### src/hdl/variable_block_pool_allocator_macros.svh
// Assertion helpers for the allocator control module
`ifndef VARIABLE_BLOCK_POOL_ALLOCATOR_MACROS_SVH
`define VARIABLE_BLOCK_POOL_ALLOCATOR_MACROS_SVH

// Same-cycle implication, checked out of reset
`define VBPA_ASSERT_NOW(label, ante, cons) \
    label: assert property (@(posedge i_clk) disable iff (!i_rst_n) (ante) |-> (cons)) \
        else $error("allocator check failed");

// Next-cycle implication, checked out of reset
`define VBPA_ASSERT_NEXT(label, ante, cons) \
    label: assert property (@(posedge i_clk) disable iff (!i_rst_n) (ante) |=> (cons)) \
        else $error("allocator check failed");

`endif

### src/hdl/vbpa_pkg.sv
package vbpa_pkg;

    localparam int HEAP_WORDS = 4096;
    localparam int ADDR_W     = 12;
    localparam int SIZE_W     = 13;
    localparam int NEED_W     = 14;
    localparam int WORD_SHIFT = 3;
    localparam int REPORT_W   = 15;

    localparam logic [SIZE_W-1:0]   POOL_MIN   = 13'd2;
    localparam logic [SIZE_W-1:0]   POOL_MAX   = 13'd4096;
    localparam logic [REPORT_W-1:0] REPORT_MAX = 15'h7FFF;

    localparam logic [1:0] ACT_ALLOC = 2'd0;
    localparam logic [1:0] ACT_FREE  = 2'd1;
    localparam logic [1:0] ACT_CLEAR = 2'd2;

    localparam logic [1:0] ST_OK       = 2'd0;
    localparam logic [1:0] ST_NOFIT    = 2'd1;
    localparam logic [1:0] ST_NOTALLOC = 2'd2;

    typedef struct packed {
        logic [1:0]  action;
        logic [14:0] request_bytes;
        logic [11:0] payload_offset;
    } t_req;

    typedef struct packed {
        logic [1:0]          status;
        logic [11:0]         granted_offset;
        logic [REPORT_W-1:0] free_bytes;
        logic [REPORT_W-1:0] largest_free_bytes;
    } t_rsp;

    // One block header: allocated flag and size in words, header included
    typedef struct packed {
        logic              alloc;
        logic [SIZE_W-1:0] size;
    } t_hdr;

    typedef struct packed {
        logic       load_req;
        logic       cfg_we;
        logic       init_pool;
        logic       start_walk;
        logic       rd_pos;
        logic       rd_nxt;
        logic       ld_cur;
        logic       ld_nxt;
        logic       wr_claim;
        logic       wr_split;
        logic       wr_merge;
        logic       wr_release;
        logic       step_pos;
        logic       jump_nxt;
        logic       acc_cur;
        logic       set_status;
        logic [1:0] status;
        logic       out_load;
    } t_cmd;

    typedef struct packed {
        logic [1:0] action;
        logic       free_bad;
        logic       pos_end;
        logic       cur_free;
        logic       cur_alloc;
        logic       fits;
        logic       splits;
        logic       nx_in;
        logic       nxt_free;
        logic       before_target;
        logic       at_target;
        logic       out_free;
    } t_sts;

    // Pool size in use: register value held within the legal range
    function automatic logic [SIZE_W-1:0] pool_clamp(input logic [SIZE_W-1:0] v);
        logic [SIZE_W-1:0] r;
        r = v;
        if (v < POOL_MIN) r = POOL_MIN;
        if (v > POOL_MAX) r = POOL_MAX;
        return r;
    endfunction

endpackage

### src/hdl/vbpa_ctrl.sv
`include "variable_block_pool_allocator_macros.svh"

module vbpa_ctrl
    import vbpa_pkg::*;
(
    input  logic i_clk,
    input  logic i_rst_n,
    input  logic i_in_valid,
    output logic o_in_stall,
    input  logic i_cfg_valid,
    output logic o_cfg_ready,
    input  t_sts i_sts,
    output t_cmd o_cmd
);

    localparam logic [3:0] S_INIT   = 4'd0;
    localparam logic [3:0] S_IDLE   = 4'd1;
    localparam logic [3:0] S_START  = 4'd2;
    localparam logic [3:0] S_FETCH  = 4'd3;
    localparam logic [3:0] S_LOAD   = 4'd4;
    localparam logic [3:0] S_CHECK  = 4'd5;
    localparam logic [3:0] S_SPLIT  = 4'd6;
    localparam logic [3:0] S_NFETCH = 4'd7;
    localparam logic [3:0] S_NLOAD  = 4'd8;
    localparam logic [3:0] S_MERGE  = 4'd9;
    localparam logic [3:0] S_RPT    = 4'd10;
    localparam logic [3:0] S_OUT    = 4'd11;

    localparam logic [1:0] M_ALLOC = 2'd0;
    localparam logic [1:0] M_FREE  = 2'd1;
    localparam logic [1:0] M_RPT   = 2'd2;

    logic [3:0] r_state, n_state;
    logic [1:0] r_mode, n_mode;
    t_cmd       cmd;

    // Sequence pool init, configuration writes, and one request through its walk and the closing report walk
    always_comb begin
        n_state = r_state;
        n_mode  = r_mode;
        cmd     = '0;
        unique case (r_state)
            S_INIT: begin
                cmd.init_pool = 1'b1;
                n_state = S_IDLE;
            end
            S_IDLE: begin
                if (i_cfg_valid) begin
                    cmd.cfg_we = 1'b1;
                end else if (i_in_valid) begin
                    cmd.load_req = 1'b1;
                    n_state = S_START;
                end
            end
            S_START: begin
                if (i_sts.action == ACT_ALLOC) begin
                    n_mode = M_ALLOC;
                    cmd.start_walk = 1'b1;
                    n_state = S_FETCH;
                end else if (i_sts.action == ACT_FREE) begin
                    if (i_sts.free_bad) begin
                        cmd.set_status = 1'b1;
                        cmd.status = ST_NOTALLOC;
                        n_state = S_RPT;
                    end else begin
                        n_mode = M_FREE;
                        cmd.start_walk = 1'b1;
                        n_state = S_FETCH;
                    end
                end else if (i_sts.action == ACT_CLEAR) begin
                    cmd.init_pool = 1'b1;
                    n_state = S_RPT;
                end else begin
                    n_state = S_RPT;
                end
            end
            S_FETCH: begin
                if (i_sts.pos_end) begin
                    if (r_mode == M_RPT) begin
                        n_state = S_OUT;
                    end else begin
                        cmd.set_status = 1'b1;
                        cmd.status = (r_mode == M_ALLOC) ? ST_NOFIT : ST_NOTALLOC;
                        n_state = S_RPT;
                    end
                end else begin
                    cmd.rd_pos = 1'b1;
                    n_state = S_LOAD;
                end
            end
            S_LOAD: begin
                cmd.ld_cur = 1'b1;
                n_state = S_CHECK;
            end
            S_CHECK: begin
                if (r_mode == M_FREE) begin
                    if (i_sts.before_target) begin
                        cmd.step_pos = 1'b1;
                        n_state = S_FETCH;
                    end else if (i_sts.at_target && i_sts.cur_alloc) begin
                        cmd.wr_release = 1'b1;
                        n_state = S_RPT;
                    end else begin
                        cmd.set_status = 1'b1;
                        cmd.status = ST_NOTALLOC;
                        n_state = S_RPT;
                    end
                end else if (r_mode == M_ALLOC && i_sts.cur_free && i_sts.fits) begin
                    cmd.wr_claim = 1'b1;
                    n_state = i_sts.splits ? S_SPLIT : S_RPT;
                end else if (i_sts.cur_free) begin
                    if (i_sts.nx_in) begin
                        n_state = S_NFETCH;
                    end else begin
                        cmd.acc_cur = (r_mode == M_RPT);
                        cmd.jump_nxt = 1'b1;
                        n_state = S_FETCH;
                    end
                end else begin
                    cmd.step_pos = 1'b1;
                    n_state = S_FETCH;
                end
            end
            S_SPLIT: begin
                cmd.wr_split = 1'b1;
                n_state = S_RPT;
            end
            S_NFETCH: begin
                cmd.rd_nxt = 1'b1;
                n_state = S_NLOAD;
            end
            S_NLOAD: begin
                cmd.ld_nxt = 1'b1;
                n_state = S_MERGE;
            end
            S_MERGE: begin
                if (i_sts.nxt_free) begin
                    cmd.wr_merge = 1'b1;
                    n_state = S_CHECK;
                end else begin
                    cmd.acc_cur = (r_mode == M_RPT);
                    cmd.jump_nxt = 1'b1;
                    n_state = S_FETCH;
                end
            end
            S_RPT: begin
                n_mode = M_RPT;
                cmd.start_walk = 1'b1;
                n_state = S_FETCH;
            end
            S_OUT: begin
                if (i_sts.out_free) begin
                    cmd.out_load = 1'b1;
                    n_state = S_IDLE;
                end
            end
            default: n_state = S_INIT;
        endcase
    end

    // Advance state
    always_ff @(posedge i_clk) begin
        if (!i_rst_n) begin
            r_state <= S_INIT;
            r_mode  <= M_RPT;
        end else begin
            r_state <= n_state;
            r_mode  <= n_mode;
        end
    end

    assign o_cmd       = cmd;
    assign o_in_stall  = (r_state != S_IDLE) || i_cfg_valid;
    assign o_cfg_ready = (r_state == S_IDLE);

    `VBPA_ASSERT_NOW(a_out_slot, cmd.out_load, i_sts.out_free)
    `VBPA_ASSERT_NOW(a_one_write, 1'b1, $onehot0({cmd.wr_claim, cmd.wr_split, cmd.wr_merge, cmd.wr_release, cmd.init_pool, cmd.cfg_we}))
    `VBPA_ASSERT_NOW(a_read_inside, cmd.rd_pos, !i_sts.pos_end)
    `VBPA_ASSERT_NEXT(a_accept_starts, cmd.load_req, r_state == S_START)

endmodule

### config.mk
export PLATFORM = sky130hd
export DESIGN_NAME = vbpa_ctrl
export DESIGN_NICKNAME = d
export VERILOG_FILES = /design/src/hdl/vbpa_pkg.sv /design/src/hdl/vbpa_ctrl.sv
export VERILOG_INCLUDE_DIRS = /design/src /design/src/hdl
export SDC_FILE = /design/constraint.sdc
export NUM_CORES = 1
export LEC_CHECK = 0
export BUFFER_PORTS_ARGS = -buffer_cell sky130_fd_sc_hd__buf_2
export CORE_MARGIN = 3
export CORE_UTILIZATION = 39
export CTS_CLUSTER_SIZE = 20
export DETAILED_ROUTE_END_ITERATION = 10
export PLACE_DENSITY = 0.74
export SYNTH_ARGS = -nofsm -noshare
export SYNTH_HDL_FRONTEND = slang
export SYNTH_SLANG_ARGS = --single-unit
### constraint.sdc
create_clock -name i_clk -period 1.3 [get_ports i_clk]
set_input_delay 0.13 -clock i_clk [delete_from_list [all_inputs] [get_ports i_clk]]
set_output_delay 0.13 -clock i_clk [all_outputs]
set_load 0.02 [all_outputs]
======== After elaboration in Yosys (flattened, before gate mapping) ========
Cells that the tools add are included.
storage, ports and cells
  flip-flop bits (word level) ............. 6
  input port bits ......................... 17
  output and inout bits ................... 21
  word-level logic and storage cells ...... 101
cells by class
  eq/ne operators ......................... 21
  multiplexer cells ....................... 68
  reductions and logical operators ........ 10
operator list
  operator              count
  $pmux W4 S12          1
  $mux W4               11
  $mux W3               12
  $mux W1               29
  $mux W2               10
  $eq A4 B3 Y1 const B  4
  $eq A4 B4 Y1 const B  4
  $pmux W3 S3           1
  $eq A4 B2 Y1 const B  2
  $pmux W2 S2           2
  $ne A2 B2 Y1 const B  3
  $ne A3 B3 Y1 const B  2
  $reduce_and A3 Y1     2
  $eq A2 B1 Y1 const B  2
  $eq A2 B2 Y1 const B  2
  $eq A4 B1 Y1 const B  1
  $logic_not A2 Y1      2
  $logic_not A4 Y1      1
  $ne A4 B1 Y1 const B  1
  $pmux W1 S2           2
  $logic_and A1 B1 Y1   3
  $reduce_bool A2 Y1    1
  $logic_or A1 B1 Y1    1

======== Depth between registers and ports, before layout ========
  word-level depth ........................ 6
  mapped depth ............................ 5
  depth with buffers taken out ............ 4

======== Worst setup path after synthesis ========
Ideal clock, no wire load.
  path type ............................... reg-to-output
  start point ............................. reg r_state[3]
  end point ............................... out o_cmd[16] in the netlist's numbering
  arrival ................................. 1.635 ns
  slack ................................... -0.465 ns
  cell stages (with the launch flop) ...... 3
  path buffers ............................ 1
  cells stage by stage .................... dfxtp_1 buf_4 a2111oi_0
RTL lines
  what                      RTL line          text
  start: declaration        vbpa_ctrl.sv:33   logic [3:0] r_state, n_state;
  start signal: assignment  vbpa_ctrl.sv:167  r_state <= n_state;
  end: declaration          vbpa_ctrl.sv:13   output t_cmd o_cmd

==> impl_metrics.ini <==
[run_status]
status = complete, but fails checks
failed_checks = setup timing

[synthesis]
synth_top_area_share_pct = 16.96
ys_seq_area_share_pct = 16.96
syn_area_per_cell_um2 = 7.012
synth_most_common_cell = nand2_1
synth_commonest_cells = nand2_1 (12), o21ai_0 (9), nand2b_1 (8)
synthTopCellsByArea = dfxtp_1 (17%), nand2b_1 (7.1%), o21ai_0 (6.4%)
synth.distinct_cells = 39
syn-num-nets = 118
yosys.area.top_type = dfxtp_1
synth_edf_count = 0
synthArstFlopShare_pct = 0
syn_inst = 101
ys.warnings.count = 0
synth_seq_cells = 6
synth-main-ff-cell = dfxtp_1
syn_area_um2 = 708.2

[clock_network]
clk_latency_ns = 0.26
clock-sinks = 6
clock-root-buffer = clkbuf_4
cts_tree = built
h-tree-depth = 1
clk_pin_slew_ns = 0.06
cts_hold_buf = 0
cts_buffer_depth = 2
numCtsBuffers = 3

[placement]
dp_worst_setup_slack_ns = -0.05270
io_buffers = 37
gp_congestion = 0.8794
hpwl_um = 2049

[global_routing]
grt_pass1_vias = 1055
grt_max_degree = 10
grt_usage_pct = 28.04
antenna_found_initial = 0
grt-ovfl-total = 0
grt_first_pass_wirelength_um = 5181

[floorplan]
rows = 14
fp.coreArea_um2 = 1612
ios = 38
die_h_um = 48.61
initial_core_util_pct = 43.94
fp.dieW_um = 48.61
die_area_um2 = 2363

[setup_path]
start_kind = flop
cp_max_fo = 6
crit_chain = and4bb_4 > nand2_2 > nor2_4 > a21o_1 > buf_6
slowest_stage = and4bb_4
worstSetupPathType = reg2out
rr_startpoint = r_state[3]
cp_data_required_time_ns = 1.17
cp_top_family = simple AND/OR/NAND/NOR gates
crit_arrival_ns = 1.53
worstReg2RegEnd = r_state[2]
r2r_cells = 7
crit_buf_inv = 1
cp-end-kind = primary output
slowest_delay_ns = 0.39
r2r_setup_slack_ns = -0.32

[sta]
worst_pin_slew_ns = 0.5606
setup_viol_count_final = 27
clock.fmax_mhz = 601.1
relSlewSlack_pct = 62.34
fin_crit_sh_pct = 128.0
worst_slack_ns = -0.3637
rsz0062_at_grt = true
drv_slew = 0
hold_viol_final = 0
fin_tns_setup_ns = -6.073
skew_ns = 0.01598
period_needed_ns = 1.664

[cells_and_area]
areaGrowthSynthToFinish_pct = 117.5
drive_above_1_share_pct = 68.64
multi_input_area_um2 = 749.5
fill_cells = 44
insertedDiodeCount = 0
seq_area_um2 = 132.6
nNetsFinal = 188

[drt]
num_vias = 1312
final_antenna_net_count = 0
avgRoutedWirePerCell_um = 25.30
drt-initial-drc-count = 129
viasPerCell = 6.798
drc = 0
drt_pass1_iterations = 6
wl_um = 4882

[power]
power_density_nw_per_um2 = 1021
p_leak_nw = 0.6730
report.power.total_w = 0.001572
vdd_drop_max_v = 0.0006322

[min_path]
holdCritPathClass = in2reg
holdPathEnd = r_mode[1]
min_path_cells = 2
min_from = i_rst_n

[run]
drv_cap = 0
placed cells by master, fill, tap and decap left out, types with 2 or more instances in the layout:
cell / netlist / layout
dfxtp_4: 0 / 2
o21ai_1: 0 / 4
nand2b_4: 0 / 3
o21ai_0: 9 / 3
buf_2: 2 / 17
nand2_1: 12 / 8
nand2_2: 0 / 3
nand3b_1: 2 / 2
o211ai_1: 2 / 2
nor3b_2: 1 / 2
inv_1: 5 / 4
nor2b_4: 0 / 2
buf_6: 1 / 25
nor2_4: 1 / 3
o21a_1: 2 / 2
nand4_1: 2 / 2
nor2_1: 5 / 2
and3_1: 6 / 2
dfxtp_2: 0 / 4
nand2b_1: 8 / 4
buf_4: 2 / 29
nor4_4: 0 / 2
and3_4: 0 / 4
nor3_4: 0 / 2
nor3_2: 1 / 3
nor3_1: 6 / 2
clkbuf_4: 0 / 3
o21ai_2: 0 / 2
nor2b_1: 4 / 2
a21oi_1: 3 / 3
registers in the layout (all words and copies together), names as in the netlist:
signal and cells:
r_state 4, r_mode 2
timing repair:
| item | CTS | global route |
|---|---|---|
| buffers inserted | 7 | 8 |
| cloned | 0 | 0 |
| resized for setup | 58 | 42 |
| pin swaps | 8 | 13 |
| setup endpoints to repair | 25 | 27 |
final cells by class:
type,count,area share (%)
tap,24,1.950
sequential,6,8.611
clock buffer,3,1.462
multi-input combinational,84,48.66
inverter,5,1.381
timing repair buffer,71,37.94
metal layers:
metal / track usage [%] / part of all wire [%] / wire (um) / vias up
li1: - / - / - / 510
met1: 35.12 / 33 / 1633 / 590
met2: 46.38 / 43 / 2090 / 144
met3: 6.135 / 14 / 667 / 68
met4: 10.90 / 10 / 490 / 0
met5: 0 / 0 / 0 / -
power breakdown:
group / internal [W] / switching, W / total, W / leakage (nW)
sequential: 0.000218 / 0.0000487 / 0.000267 / 0.0512
combinational: 0.000529 / 0.000583 / 0.00111 / 0.608
clock: 0.000106 / 0.0000868 / 0.000193 / 0.0138
stage by stage:
stage	cell area, um^2	hold slack [ns]	util, %	std cells
floorplan	725.7	0.2189	-	101
global placement	1044	0.3860	64.75	175
detailed placement	1044	0.4048	64.75	175
CTS	1314	0.1356	81.52	185
global route	1540	0.1594	95.57	193
finish	1540	0.1644	95.57	193
logic make-up (layout without fill, tap and decap cells):
kind of cell           Yosys count  in the layout  share of synthesized area [%]
buffers and inverters           11             79                          8.303
AND/OR/NAND/NOR                 55             55                          46.29
flip-flops                       6              6                          16.96
AO/OA/AOI/OAI                   27             27                          25.44
multiplexers                     2              2                          3.003
worst max path at each step:
| stage | start | to | cells after the start | slack [ns] |
|---|---|---|---|---|
| finish | r_state[3] | o_cmd[5] | 5 | -0.36 |
| global route | r_state[2] | o_cmd[15] | 6 | -0.40 |
| CTS | r_state[1] | o_cmd[3] | 5 | -0.26 |
| detailed placement | r_mode[0] | o_cmd[3] | 5 | -0.05 |
| global placement | r_mode[0] | o_cmd[3] | 5 | -0.04 |
| floorplan | r_state[2] | o_cmd[2] | 4 | -0.06 |
Note: power is estimated with default switching activity, not from simulation.
